File: src/hw/rtl/bqd_pkg.sv
`default_nettype none

package bqd_pkg;

  // Item and result field widths.
  localparam int ACT_W   = 8;
  localparam int WT_W    = 4;
  localparam int SCALE_W = 16;
  localparam int ACC_W   = 64;

  // Block geometry and fixed-point formats.
  localparam int BLOCK_SIZE      = 32;
  localparam int SCALE_FRAC_BITS = 12;
  localparam int ACC_FRAC        = 24;

  // Position inside the open block pair never reaches BLOCK_SIZE.
  localparam int POS_W = $clog2(BLOCK_SIZE);

  // Exact per-block sums: signed act times unsigned nibble, summed over a block.
  localparam int DOT_W  = ACT_W + WT_W + $clog2(BLOCK_SIZE);
  localparam int ASUM_W = ACT_W + $clog2(BLOCK_SIZE);

  // Shared multiplier: an act scale or a scale product (A) times a weight scale or a block sum (B).
  localparam int PROD_W    = 2 * SCALE_W;
  localparam int MUL_A_W   = PROD_W;
  localparam int MUL_B_W   = (DOT_W > SCALE_W) ? DOT_W : SCALE_W;
  localparam int MUL_OUT_W = MUL_A_W + MUL_B_W;

  // Four terms of a pair are summed exactly.
  localparam int SUM_W = MUL_OUT_W + 2;

  // Alignment of the pair sum to the accumulator's fraction bits.
  localparam int ALIGN_SHIFT = ACC_FRAC - 2 * SCALE_FRAC_BITS;
  localparam int ALIGN_SHL   = (ALIGN_SHIFT > 0) ? ALIGN_SHIFT : 0;
  localparam int ALIGN_SHR   = (ALIGN_SHIFT < 0) ? -ALIGN_SHIFT : 0;
  localparam int ALIGN_W     = SUM_W + ALIGN_SHL;
  localparam int EXT_W       = ((ALIGN_W > ACC_W) ? ALIGN_W : ACC_W) + 1;

  // Sequencer states.
  typedef enum logic [3:0] {
    ST_IDLE,
    ST_SC0,
    ST_T0,
    ST_SC1,
    ST_T1,
    ST_SC2,
    ST_T2,
    ST_SC3,
    ST_T3,
    ST_ADD,
    ST_ALIGN,
    ST_ACC,
    ST_EMIT
  } state_t;

  // Operand selection of the shared multiplier.
  typedef enum logic [2:0] {
    MS_SW0,
    MS_OW0,
    MS_SW1,
    MS_OW1,
    MS_DOT0,
    MS_ASUM0,
    MS_DOT1,
    MS_ASUM1
  } mul_sel_t;

  // Control from the sequencer to the block sums and the pair datapath.
  typedef struct packed {
    logic     item_en;
    logic     pair_clear;
    logic     scale_ld;
    logic     mul_en;
    mul_sel_t mul_sel;
    logic     sum_load;
    logic     sum_add;
    logic     align_en;
    logic     acc_en;
    logic     emit;
  } seq_ctrl_t;

endpackage

`default_nettype wire

File: src/hw/rtl/bqd_block_sums.sv
`default_nettype none

module bqd_block_sums (
  input  wire logic                               clk,
  input  wire logic                               rst,
  input  wire bqd_pkg::seq_ctrl_t                 ctrl,
  input  wire logic signed [bqd_pkg::ACT_W-1:0]   act_first,
  input  wire logic signed [bqd_pkg::ACT_W-1:0]   act_second,
  input  wire logic        [2*bqd_pkg::WT_W-1:0]  weight_pair,
  output logic signed      [bqd_pkg::DOT_W-1:0]   dot_first,
  output logic signed      [bqd_pkg::DOT_W-1:0]   dot_second,
  output logic signed      [bqd_pkg::ASUM_W-1:0]  act_sum_first,
  output logic signed      [bqd_pkg::ASUM_W-1:0]  act_sum_second
);

  logic signed [bqd_pkg::ACT_W+bqd_pkg::WT_W:0] term_first;
  logic signed [bqd_pkg::ACT_W+bqd_pkg::WT_W:0] term_second;

  // Each nibble is an unsigned weight; a zero sign bit keeps it positive.
  always_comb begin
    term_first  = act_first  * $signed({1'b0, weight_pair[bqd_pkg::WT_W-1:0]});
    term_second = act_second * $signed({1'b0, weight_pair[2*bqd_pkg::WT_W-1:bqd_pkg::WT_W]});
  end

  // Exact block sums, cleared when the pair's last term is added into the pair sum.
  always_ff @(posedge clk) begin
    if (rst || ctrl.pair_clear) begin
      dot_first      <= '0;
      dot_second     <= '0;
      act_sum_first  <= '0;
      act_sum_second <= '0;
    end else if (ctrl.item_en) begin
      dot_first      <= dot_first  + bqd_pkg::DOT_W'(term_first);
      dot_second     <= dot_second + bqd_pkg::DOT_W'(term_second);
      act_sum_first  <= act_sum_first  + bqd_pkg::ASUM_W'(act_first);
      act_sum_second <= act_sum_second + bqd_pkg::ASUM_W'(act_second);
    end
  end

endmodule

`default_nettype wire

File: src/hw/rtl/bqd_pair_mac.sv
`default_nettype none

module bqd_pair_mac (
  input  wire logic                                clk,
  input  wire logic                                rst,
  input  wire bqd_pkg::seq_ctrl_t                  ctrl,
  input  wire logic signed [bqd_pkg::SCALE_W-1:0]  scale_act_first,
  input  wire logic signed [bqd_pkg::SCALE_W-1:0]  scale_act_second,
  input  wire logic signed [bqd_pkg::SCALE_W-1:0]  scale_wt_first,
  input  wire logic signed [bqd_pkg::SCALE_W-1:0]  scale_wt_second,
  input  wire logic signed [bqd_pkg::SCALE_W-1:0]  offset_wt_first,
  input  wire logic signed [bqd_pkg::SCALE_W-1:0]  offset_wt_second,
  input  wire logic signed [bqd_pkg::DOT_W-1:0]    dot_first,
  input  wire logic signed [bqd_pkg::DOT_W-1:0]    dot_second,
  input  wire logic signed [bqd_pkg::ASUM_W-1:0]   act_sum_first,
  input  wire logic signed [bqd_pkg::ASUM_W-1:0]   act_sum_second,
  output logic signed      [bqd_pkg::ACC_W-1:0]    accumulator,
  output logic                                     sat_flag
);

  localparam logic signed [bqd_pkg::EXT_W-1:0] EXT_MAX =
    {{(bqd_pkg::EXT_W-bqd_pkg::ACC_W+1){1'b0}}, {(bqd_pkg::ACC_W-1){1'b1}}};
  localparam logic signed [bqd_pkg::EXT_W-1:0] EXT_MIN = ~EXT_MAX;

  // Scales of the closing item.
  logic signed [bqd_pkg::SCALE_W-1:0] sa0;
  logic signed [bqd_pkg::SCALE_W-1:0] sa1;
  logic signed [bqd_pkg::SCALE_W-1:0] sw0;
  logic signed [bqd_pkg::SCALE_W-1:0] sw1;
  logic signed [bqd_pkg::SCALE_W-1:0] ow0;
  logic signed [bqd_pkg::SCALE_W-1:0] ow1;

  logic signed [bqd_pkg::MUL_A_W-1:0]   mul_a;
  logic signed [bqd_pkg::MUL_B_W-1:0]   mul_b;
  logic signed [bqd_pkg::MUL_OUT_W-1:0] prod;
  logic signed [bqd_pkg::SUM_W-1:0]     sum;
  logic signed [bqd_pkg::EXT_W-1:0]     shifted;
  logic signed [bqd_pkg::ACC_W-1:0]     aligned;
  logic signed [bqd_pkg::ACC_W-1:0]     aligned_next;
  logic                                 align_sat;
  logic signed [bqd_pkg::ACC_W:0]       acc_sum;
  logic signed [bqd_pkg::ACC_W-1:0]     accumulator_next;
  logic                                 acc_sat;

  // Scales are captured when the closing item is taken.
  always_ff @(posedge clk) begin
    if (ctrl.scale_ld) begin
      sa0 <= scale_act_first;
      sa1 <= scale_act_second;
      sw0 <= scale_wt_first;
      sw1 <= scale_wt_second;
      ow0 <= offset_wt_first;
      ow1 <= offset_wt_second;
    end
  end

  // Operand selection: a scale pair, or the last scale product times a block sum.
  always_comb begin
    unique case (ctrl.mul_sel)
      bqd_pkg::MS_SW0: begin
        mul_a = bqd_pkg::MUL_A_W'(sa0);
        mul_b = bqd_pkg::MUL_B_W'(sw0);
      end
      bqd_pkg::MS_OW0: begin
        mul_a = bqd_pkg::MUL_A_W'(sa0);
        mul_b = bqd_pkg::MUL_B_W'(ow0);
      end
      bqd_pkg::MS_SW1: begin
        mul_a = bqd_pkg::MUL_A_W'(sa1);
        mul_b = bqd_pkg::MUL_B_W'(sw1);
      end
      bqd_pkg::MS_OW1: begin
        mul_a = bqd_pkg::MUL_A_W'(sa1);
        mul_b = bqd_pkg::MUL_B_W'(ow1);
      end
      bqd_pkg::MS_DOT0: begin
        mul_a = $signed(prod[bqd_pkg::PROD_W-1:0]);
        mul_b = bqd_pkg::MUL_B_W'(dot_first);
      end
      bqd_pkg::MS_ASUM0: begin
        mul_a = $signed(prod[bqd_pkg::PROD_W-1:0]);
        mul_b = bqd_pkg::MUL_B_W'(act_sum_first);
      end
      bqd_pkg::MS_DOT1: begin
        mul_a = $signed(prod[bqd_pkg::PROD_W-1:0]);
        mul_b = bqd_pkg::MUL_B_W'(dot_second);
      end
      bqd_pkg::MS_ASUM1: begin
        mul_a = $signed(prod[bqd_pkg::PROD_W-1:0]);
        mul_b = bqd_pkg::MUL_B_W'(act_sum_second);
      end
      default: begin
        mul_a = '0;
        mul_b = '0;
      end
    endcase
  end

  // Shared multiplier with a registered product, and the exact pair sum.
  always_ff @(posedge clk) begin
    if (ctrl.mul_en) begin
      prod <= mul_a * mul_b;
    end
    if (ctrl.sum_load) begin
      sum <= bqd_pkg::SUM_W'(prod);
    end else if (ctrl.sum_add) begin
      sum <= sum + bqd_pkg::SUM_W'(prod);
    end
  end

  // Align the pair sum to the accumulator format; right shifts round down.
  always_comb begin
    shifted   = (bqd_pkg::EXT_W'(sum) <<< bqd_pkg::ALIGN_SHL) >>> bqd_pkg::ALIGN_SHR;
    align_sat = 1'b0;
    if (shifted > EXT_MAX) begin
      aligned_next = EXT_MAX[bqd_pkg::ACC_W-1:0];
      align_sat    = 1'b1;
    end else if (shifted < EXT_MIN) begin
      aligned_next = EXT_MIN[bqd_pkg::ACC_W-1:0];
      align_sat    = 1'b1;
    end else begin
      aligned_next = shifted[bqd_pkg::ACC_W-1:0];
    end
  end

  // Saturating add of the aligned pair into the running total.
  always_comb begin
    acc_sum = (bqd_pkg::ACC_W + 1)'(accumulator) + (bqd_pkg::ACC_W + 1)'(aligned);
    acc_sat = acc_sum[bqd_pkg::ACC_W] != acc_sum[bqd_pkg::ACC_W-1];
    if (acc_sat) begin
      accumulator_next = {acc_sum[bqd_pkg::ACC_W], {(bqd_pkg::ACC_W-1){~acc_sum[bqd_pkg::ACC_W]}}};
    end else begin
      accumulator_next = acc_sum[bqd_pkg::ACC_W-1:0];
    end
  end

  always_ff @(posedge clk) begin
    if (ctrl.align_en) begin
      aligned <= aligned_next;
    end
  end

  // Running total and sticky saturation flag, cleared once the result is loaded into the output register.
  always_ff @(posedge clk) begin
    if (rst || ctrl.emit) begin
      accumulator <= '0;
      sat_flag    <= 1'b0;
    end else begin
      if (ctrl.align_en && align_sat) begin
        sat_flag <= 1'b1;
      end
      if (ctrl.acc_en) begin
        accumulator <= accumulator_next;
        if (acc_sat) begin
          sat_flag <= 1'b1;
        end
      end
    end
  end

endmodule

`default_nettype wire

File: src/hw/rtl/bqd_ctrl.sv
`default_nettype none

module bqd_ctrl (
  input  wire logic               clk,
  input  wire logic               rst,
  input  wire logic               in_valid,
  input  wire logic               last_item,
  input  wire logic               out_free,
  output logic                    in_stall,
  output bqd_pkg::seq_ctrl_t      ctrl
);

  bqd_pkg::state_t              state;
  bqd_pkg::state_t              state_next;
  logic [bqd_pkg::POS_W-1:0]    position;
  logic                         last_pair;
  logic                         close;

  // A pair closes when it is full or on the final item.
  assign close = last_item || (position == bqd_pkg::POS_W'(bqd_pkg::BLOCK_SIZE - 1));

  always_ff @(posedge clk) begin
    if (rst) begin
      state     <= bqd_pkg::ST_IDLE;
      position  <= '0;
      last_pair <= 1'b0;
    end else begin
      state <= state_next;
      if (ctrl.item_en) begin
        position <= close ? '0 : position + 1'b1;
        if (close) begin
          last_pair <= last_item;
        end
      end
    end
  end

  // Pair closing sequence: four scale products, each followed by its term.
  always_comb begin
    state_next = state;
    in_stall   = 1'b1;
    ctrl       = '0;
    ctrl.mul_sel = bqd_pkg::MS_SW0;
    unique case (state)
      bqd_pkg::ST_IDLE: begin
        in_stall = 1'b0;
        if (in_valid) begin
          ctrl.item_en = 1'b1;
          if (close) begin
            ctrl.scale_ld = 1'b1;
            state_next    = bqd_pkg::ST_SC0;
          end
        end
      end
      bqd_pkg::ST_SC0: begin
        ctrl.mul_en  = 1'b1;
        ctrl.mul_sel = bqd_pkg::MS_SW0;
        state_next   = bqd_pkg::ST_T0;
      end
      bqd_pkg::ST_T0: begin
        ctrl.mul_en  = 1'b1;
        ctrl.mul_sel = bqd_pkg::MS_DOT0;
        state_next   = bqd_pkg::ST_SC1;
      end
      bqd_pkg::ST_SC1: begin
        ctrl.sum_load = 1'b1;
        ctrl.mul_en   = 1'b1;
        ctrl.mul_sel  = bqd_pkg::MS_OW0;
        state_next    = bqd_pkg::ST_T1;
      end
      bqd_pkg::ST_T1: begin
        ctrl.mul_en  = 1'b1;
        ctrl.mul_sel = bqd_pkg::MS_ASUM0;
        state_next   = bqd_pkg::ST_SC2;
      end
      bqd_pkg::ST_SC2: begin
        ctrl.sum_add = 1'b1;
        ctrl.mul_en  = 1'b1;
        ctrl.mul_sel = bqd_pkg::MS_SW1;
        state_next   = bqd_pkg::ST_T2;
      end
      bqd_pkg::ST_T2: begin
        ctrl.mul_en  = 1'b1;
        ctrl.mul_sel = bqd_pkg::MS_DOT1;
        state_next   = bqd_pkg::ST_SC3;
      end
      bqd_pkg::ST_SC3: begin
        ctrl.sum_add = 1'b1;
        ctrl.mul_en  = 1'b1;
        ctrl.mul_sel = bqd_pkg::MS_OW1;
        state_next   = bqd_pkg::ST_T3;
      end
      bqd_pkg::ST_T3: begin
        ctrl.mul_en  = 1'b1;
        ctrl.mul_sel = bqd_pkg::MS_ASUM1;
        state_next   = bqd_pkg::ST_ADD;
      end
      bqd_pkg::ST_ADD: begin
        ctrl.sum_add    = 1'b1;
        ctrl.pair_clear = 1'b1;
        state_next      = bqd_pkg::ST_ALIGN;
      end
      bqd_pkg::ST_ALIGN: begin
        ctrl.align_en = 1'b1;
        state_next    = bqd_pkg::ST_ACC;
      end
      bqd_pkg::ST_ACC: begin
        ctrl.acc_en = 1'b1;
        state_next  = last_pair ? bqd_pkg::ST_EMIT : bqd_pkg::ST_IDLE;
      end
      bqd_pkg::ST_EMIT: begin
        if (out_free) begin
          ctrl.emit  = 1'b1;
          state_next = bqd_pkg::ST_IDLE;
        end
      end
      default: begin
        state_next = bqd_pkg::ST_IDLE;
      end
    endcase
  end

endmodule

`default_nettype wire

File: src/hw/rtl/block_quant_int8_int4_dot_product.sv
// Block-quantized int8 x int4 dot product. Each transfer brings one byte position of a block
// pair; an item that does not close a pair is taken without a stall. An item that closes a pair
// (the BLOCK_SIZE-th of the pair, or any item with last_item set) holds in_stall high while
// one shared 32 x 17 multiplier forms the four scale products and the four scaled terms, and
// the pair sum is aligned and added to the saturating 64-bit total; on a last item the sequencer
// then loads the result register, waiting while that register still holds an untaken result.
// A finished result waits in the output register while new items are taken.

`default_nettype none

module block_quant_int8_int4_dot_product (
  input  wire logic                                clk,
  input  wire logic                                rst,
  input  wire logic                                in_valid,
  output logic                                     in_stall,
  input  wire logic signed [bqd_pkg::ACT_W-1:0]    act_first,
  input  wire logic signed [bqd_pkg::ACT_W-1:0]    act_second,
  input  wire logic        [2*bqd_pkg::WT_W-1:0]   weight_pair,
  input  wire logic signed [bqd_pkg::SCALE_W-1:0]  scale_act_first,
  input  wire logic signed [bqd_pkg::SCALE_W-1:0]  scale_act_second,
  input  wire logic signed [bqd_pkg::SCALE_W-1:0]  scale_wt_first,
  input  wire logic signed [bqd_pkg::SCALE_W-1:0]  scale_wt_second,
  input  wire logic signed [bqd_pkg::SCALE_W-1:0]  offset_wt_first,
  input  wire logic signed [bqd_pkg::SCALE_W-1:0]  offset_wt_second,
  input  wire logic                                last_item,
  output logic                                     out_valid,
  input  wire logic                                out_stall,
  output logic signed      [bqd_pkg::ACC_W-1:0]    dot_value,
  output logic                                     overflowed
);

  bqd_pkg::seq_ctrl_t                   ctrl;
  logic                                 out_free;
  logic signed [bqd_pkg::DOT_W-1:0]     dot_first;
  logic signed [bqd_pkg::DOT_W-1:0]     dot_second;
  logic signed [bqd_pkg::ASUM_W-1:0]    act_sum_first;
  logic signed [bqd_pkg::ASUM_W-1:0]    act_sum_second;
  logic signed [bqd_pkg::ACC_W-1:0]     accumulator;
  logic                                 sat_flag;

  // The result register can take a new value when empty or being transferred out.
  assign out_free = !out_valid || !out_stall;

  bqd_ctrl u_ctrl (
    .clk       (clk),
    .rst       (rst),
    .in_valid  (in_valid),
    .last_item (last_item),
    .out_free  (out_free),
    .in_stall  (in_stall),
    .ctrl      (ctrl)
  );

  bqd_block_sums u_sums (
    .clk            (clk),
    .rst            (rst),
    .ctrl           (ctrl),
    .act_first      (act_first),
    .act_second     (act_second),
    .weight_pair    (weight_pair),
    .dot_first      (dot_first),
    .dot_second     (dot_second),
    .act_sum_first  (act_sum_first),
    .act_sum_second (act_sum_second)
  );

  bqd_pair_mac u_mac (
    .clk              (clk),
    .rst              (rst),
    .ctrl             (ctrl),
    .scale_act_first  (scale_act_first),
    .scale_act_second (scale_act_second),
    .scale_wt_first   (scale_wt_first),
    .scale_wt_second  (scale_wt_second),
    .offset_wt_first  (offset_wt_first),
    .offset_wt_second (offset_wt_second),
    .dot_first        (dot_first),
    .dot_second       (dot_second),
    .act_sum_first    (act_sum_first),
    .act_sum_second   (act_sum_second),
    .accumulator      (accumulator),
    .sat_flag         (sat_flag)
  );

  // Output register.
  always_ff @(posedge clk) begin
    if (rst) begin
      out_valid <= 1'b0;
    end else if (ctrl.emit) begin
      out_valid <= 1'b1;
    end else if (!out_stall) begin
      out_valid <= 1'b0;
    end
  end

  always_ff @(posedge clk) begin
    if (ctrl.emit) begin
      dot_value  <= accumulator;
      overflowed <= sat_flag;
    end
  end

endmodule

`default_nettype wire

File: config.mk
export PLATFORM = sky130hd
export DESIGN_NAME = block_quant_int8_int4_dot_product
export DESIGN_NICKNAME = d
export VERILOG_FILES = /design/src/hw/rtl/bqd_pkg.sv /design/src/hw/rtl/bqd_block_sums.sv /design/src/hw/rtl/bqd_pair_mac.sv /design/src/hw/rtl/bqd_ctrl.sv /design/src/hw/rtl/block_quant_int8_int4_dot_product.sv
export SDC_FILE = /design/constraint.sdc
export NUM_CORES = 2
export LEC_CHECK = 0
export BUFFER_PORTS_ARGS = -buffer_cell sky130_fd_sc_hd__buf_4
export CAP_MARGIN = 20
export CORE_ASPECT_RATIO = 2
export CORE_MARGIN = 2
export CORE_UTILIZATION = 43
export DETAILED_ROUTE_END_ITERATION = 8
export GPL_TIMING_DRIVEN = 1
export PLACE_DENSITY_LB_ADDON = 0.25
export SYNTH_ARGS = -nofsm -noshare
export SYNTH_HDL_FRONTEND = slang
export SYNTH_SLANG_ARGS = --single-unit
File: constraint.sdc
create_clock -name clk -period 9.76 [get_ports clk]
set_clock_uncertainty 0.1 [all_clocks]
set_input_delay 0.976 -clock clk [delete_from_list [all_inputs] [get_ports clk]]
set_output_delay 0.976 -clock clk [all_outputs]
set_load 0.02 [all_outputs]
### After elaboration in Yosys (flattened, before gate mapping)

Cells that the tools add are included.
Widths: inputs -> output; s select.

* bits in registers: 461
* input port bits: 125
* output and inout port bits: 67
* word-level logic and storage cells: 108

* $add $sub $neg: 7
* multiply operators: 3
* order comparisons: 2
* equality and inequality tests: 25
* multiplexer cells: 33
* bitwise operators: 1
* reduce and logical (&&, ||, !) cells: 16

Operators by type and width (count)
* $pmux 17 s8: 1
* $mux 64: 2
* $mux 51: 2
* $pmux 32 s3: 1
* $add 64x64->65: 1
* $gt 51x64->1 const B: 1
* $lt 51x64->1 const B: 1
* $pmux 4 s13: 1
* $add 51x49->51: 1
* $mul 32x17->49: 1
* $add 17x13->17: 2
* $pmux 4 s8: 1
* $add 13x8->13: 2
* $mul 8x5->13: 2
* $eq 4x4->1 const B: 5
* $mux 1: 20
* $eq 4x3->1 const B: 4
* $mux 4: 4
* $eq 3x3->1 const B: 4
* $eq 4x2->1 const B: 2
* $eq 3x2->1 const B: 2
* $add 5x1->5 const B: 1
* $eq 5x5->1 const B: 1
* $mux 5: 1
* 17 further kinds: 24

### Longest topological paths before layout

* depth in word-level cells: 7
* depth in mapped cells: 35
* gate-level depth less buffers: 32

### By module

Synthesis repeated with hierarchy kept, for this count alone.

* cells, all modules: 5007
* area, all modules: 47236.6 um^2

By module, submodules not included
* bqd_pair_mac: instances 1, cells each 3986, area an instance 37156.9 um^2, sequential area each 8748.4 um^2
* bqd_block_sums: instances 1, cells each 865, area an instance 7403.4 um^2, sequential area each 1201.2 um^2
* block_quant_int8_int4_dot_product: instances 1, cells each 69, area an instance 1984.4 um^2, sequential area each 1971.9 um^2
* bqd_ctrl: instances 1, cells each 87, area an instance 691.9 um^2, sequential area each 200.2 um^2

### Worst setup path after synthesis

Ideal clock, no wire load.

* kind: register to register
* from: register u_ctrl.state[1]
* to: register u_mac.prod[45] (netlist name), data pin
* library setup time: 0.262 ns
* arrival: 7.902 ns
* required time: 9.398 ns
* setup slack: 1.497 ns
* stages on the path, launching flop included: 32
* buffers on the path: 3
* period minus slack after synthesis: 8.263 ns
* path through: dfxtp_1 -> buf_2 -> nand2_1 -> nor3b_1 -> buf_2 -> a22oi_1 -> nand4_1 -> o21ai_0 -> a21oi_1 -> buf_2 -> nand2_1 -> fa_1 -> inv_1 -> fa_1 -> fa_1 -> fa_1 -> fa_1 -> inv_1 -> fa_1 -> inv_1 -> ha_1 -> and4_1 -> and4_1 -> nand3_1 -> a211oi_1 -> o2111ai_1 -> a211oi_1 -> o41ai_1 -> o21ai_1 -> nand4_1 -> o21ai_1 -> xor2_1

* word-level cells in the longest chain between the ends: 6
* elaborated cells between the ends (all ways): 23
* classes of those cells: mul: 1; eq/ne: 15; mux: 3; reduce/logical: 4

Ends and longest elaborated chain
* from (decl): line bqd_ctrl.sv:13 `bqd_pkg::state_t state;`
* from (signal assigned): line bqd_ctrl.sv:24 `state <= bqd_pkg::ST_IDLE;`
* from (signal assigned): line bqd_ctrl.sv:28 `state <= state_next;`
* $eq 4x4->1 (tied with other cells): line bqd_ctrl.sv:44 `unique case (state)`
* $pmux 4 s8 (*): line bqd_ctrl.sv:44
* $eq 3x3->1 (tied with other cells): line bqd_pair_mac.sv:59 `unique case (ctrl.mul_sel)`
* $reduce_or 4->1 (no source line) or $reduce_or 2->1 (tied branches)
* $pmux 32 s3: line bqd_pair_mac.sv:59
* $mul 32x17->49 (*): line bqd_pair_mac.sv:102 `prod <= mul_a * mul_b;`
* to (signal assigned): line bqd_pair_mac.sv:102
* to (decl): line bqd_pair_mac.sv:35 `logic signed [bqd_pkg::MUL_OUT_W-1:0] prod;`

Every way passes the cells marked *; elsewhere a longest branch is shown, timed or not.
A chain may end at the register's enable or synchronous reset.

### Final worst setup path

* from: register u_ctrl.state[1]
* to: register u_mac.prod[48] (netlist name), data pin

The elaborated chain is that of the path after synthesis.

==> results.toml <==
[status]
outcome = "complete, no violations"

[global_route]
gr-total-overflow = 0
grt_max_degree = 111
grt_pass1_vias = 38600
antenna_found_initial = 6
grtUsageTotal_pct = 28.6
grt_pass1_wl_um = 235000

[sta]
rsz0062_at_grt = "no"
finalSetupViolCount = 0
fin_tns_setup_ns = 0
hold_viol = 0
fmax_ghz = 0.107
tightest_slew_ns = 1.07
slew_violations = 0
timing.final.crit_share_pct = 95.8
slew_headroom_pct = 28.7
finalCriticalPeriod_ns = 9.35

[layout]
drive_gt1_share_pct = 8.56
nFillCells = 10200
syn_to_final_growth_pct = 9.81
fin_cells = 6425
finish.utilization_pct = 47.5
layout.nets = 6057

[yosys]
synth_nets = 5972
async_flop_share_pct = 0
synthCells = 4927
ys_seq_area_share_pct = 26.1
syn_area_um2 = 46400
synth_edf_count = 313
synth-seq-cells = 449
syn_avg_cell_area_um2 = 9.42
synth_warnings = 0
ys_types = 80
yosys_most_used_dff = "edfxtp_1"

[setup_path]
startpoint_type = "register"
worstSetupPathType = "register to register"
worstPathRequired_ns = 10.02
cp_common_cell = "fa_1"
worst_ep_arrival_time_ns = 9.62
cp_max_fo = 47
end_kind = "register"
cpPeakStageDelay_ns = 0.73
crit_slowest_cell = "fa_1"

[floorplanning]
die_area_um2 = 111000
row_count = 170
coreArea_um2 = 107000
start_util_pct = 43.3
die_width_um = 236
dieHeight_um = 469
ios = 192

[clocking]
cts.clk_slew.worst_paths_ns = 0.07
cts_sinks = 449
clkLatencyLatePin_ns = 0.63
cts_buffers = 43
cts_setup_buffers = 0
root_buffer = "clkbuf_16"
cts_tree = "done"
htreeDepth = 2
cts_hold_buf = 0
cts_max_path_buffers = 3

[place]
dpl.hpwl_um = 125000
dp.cells = 6342
place.gp.congestion = 0.986
portBuffers = 191

[routing]
drt_iter0_markers = 2403
wirelength_um = 156000
vias_per_cell = 5.69
drtAntennaViolNets = 0
vias = 36500
wl_per_cell_um = 24.3
drc = 0
drtPass1Iterations = 6

[run]
drv_cap = 0

[worst_hold_path]
hold_class = "register to register"
final timing paths:
path	slack, ns	start	cells after the start	end
max	0.41	u_ctrl.state[1]	30	u_mac.prod[48]
min	0.34	u_mac.sat_flag	0	overflowed
max reg2reg	0.41	u_ctrl.state[1]	30	u_mac.prod[48]
min reg2reg	0.34	u_mac.sat_flag	0	overflowed
critical path: cells and delay by family (launching register included):
kind	cells	cell delay (ns)
adder cells (fa/ha/maj)	7	3.75
AO/OA/AOI/OAI	9	2.49
buffers and inverters	6	0.96
AND/OR/NAND/NOR	6	0.85
flip-flops	1	0.55
XOR/XNOR	2	0.36
synthesized netlist by cell type (16+ instances only):
library cell / instances / area [um2]
a211oi_1: 31 / 233
a21o_1: 130 / 976
a21oi_1: 362 / 1810
a221oi_1: 24 / 210
a22oi_1: 39 / 293
a31oi_1: 37 / 231
and2_1: 93 / 582
and3_1: 33 / 206
buf_2: 19 / 95.1
clkbuf_1: 226 / 848
dfxtp_1: 136 / 2720
edfxtp_1: 313 / 9400
fa_1: 597 / 12000
ha_1: 323 / 4040
inv_1: 658 / 2470
maj3_1: 51 / 510
nand2_1: 541 / 2030
nand2b_1: 50 / 313
nand3_1: 44 / 220
nand4_1: 38 / 238
nor2_1: 423 / 1590
nor2b_1: 40 / 250
nor3_1: 52 / 260
o211ai_1: 16 / 120
o21a_1: 28 / 210
o21ai_0: 188 / 941
o21bai_1: 40 / 300
xnor2_1: 124 / 1090
xor2_1: 76 / 666
sequential cells by signal (all words and copies together), names as in the netlist, 4 cells and up:
register               cells
u_sums.dot_first          17
u_mac.aligned             52
dot_value                 64
u_mac.ow0                 16
u_sums.act_sum_second     13
u_ctrl.position            5
u_sums.dot_second         17
u_mac.accumulator         64
u_mac.ow1                 16
u_mac.sw1                 16
u_ctrl.state               4
u_mac.prod                49
u_sums.act_sum_first      13
u_mac.sa0                 16
u_mac.sum                 51
u_mac.sw0                 16
u_mac.sa1                 16
final cells by class:
type / count / area, um2 / area share [%]
timing repair buffer: 301 / 2270 / 4.45
antenna: 2 / 5.00 / 0.00982
clock buffer: 48 / 1150 / 2.25
tap: 1376 / 1720 / 3.38
multi-input combinational: 3559 / 30900 / 60.7
inverter: 658 / 2470 / 4.85
sequential: 449 / 12100 / 23.8
clock inverter: 32 / 284 / 0.557
layout by cell type (no fill, tap or decap), types with 9 or more instances in the layout:
| master | n |
|---|---|
| xor2_1 | 76 |
| a211oi_1 | 30 |
| inv_1 | 658 |
| dfxtp_1 | 135 |
| fa_1 | 596 |
| a21o_1 | 130 |
| nand4_1 | 38 |
| and3_1 | 33 |
| nor3_1 | 50 |
| and2_1 | 90 |
| a221o_1 | 15 |
| nand2_1 | 540 |
| a31o_2 | 9 |
| ha_1 | 323 |
| a221oi_1 | 24 |
| a41oi_1 | 10 |
| buf_4 | 298 |
| a22oi_1 | 39 |
| clkbuf_16 | 45 |
| edfxtp_1 | 313 |
| xnor2_1 | 124 |
| a31oi_1 | 37 |
| clkinv_2 | 9 |
| nand2b_1 | 50 |
| nor2b_1 | 39 |
| o21ai_0 | 188 |
| o211ai_1 | 16 |
| or3_1 | 10 |
| a21boi_0 | 11 |
| maj3_1 | 51 |
| o21bai_1 | 40 |
| o21ai_1 | 14 |
| a21oi_1 | 355 |
| nor2_1 | 417 |
| o21a_1 | 28 |
| nand3_1 | 44 |
logic make-up (layout without fill, tap and decap cells):
| group | count (synthesis) | count (layout) | synth area share, % |
|---|---|---|---|
| flip-flops | 449 | 449 | 26.1 |
| other | 0 | 2 | 0 |
| adder cells (fa/ha/maj) | 971 | 971 | 35.6 |
| buffers and inverters | 919 | 1039 | 7.52 |
| AO/OA/AOI/OAI | 1029 | 1029 | 14.1 |
| XOR/XNOR | 200 | 200 | 3.77 |
| multiplexers | 6 | 6 | 0.129 |
| AND/OR/NAND/NOR | 1353 | 1353 | 12.9 |
metal layers:
| metal | track usage, % | vias to the layer above | share of wire (%) | routed length, um |
|---|---|---|---|---|
| met4 | 24.4 | 2 | 10 | 16200 |
| met2 | 52.7 | 1353 | 52 | 81100 |
| met3 | 3.97 | 574 | 5.2 | 8130 |
| li1 | - | 16500 | - | - |
| met5 | 0 | - | 0.0058 | 9 |
| met1 | 28.3 | 18100 | 33 | 50800 |
through the flow:
step / worst slack (ns) / hold slack, ns / instance area, um2
2_1_floorplan: 1.50 / 0.309 / 46400
3_3_place_gp: 0.471 / 0.326 / 49500
3_5_place_dp: 0.347 / 0.325 / 49500
4_1_cts: 0.323 / 0.345 / 50900
5_1_grt: 0.0307 / 0.359 / 51000
6_report: 0.406 / 0.342 / 51000
repair_timing:
item                       in CTS  in global routing
setup endpoints to repair       0                  5
hold endpoints to repair        0                  0
gates resized for setup         0                  7
Power is left out: the tool's default activity adds up to more than one toggle a clock period on the data nets, which glitch-free logic cannot reach.
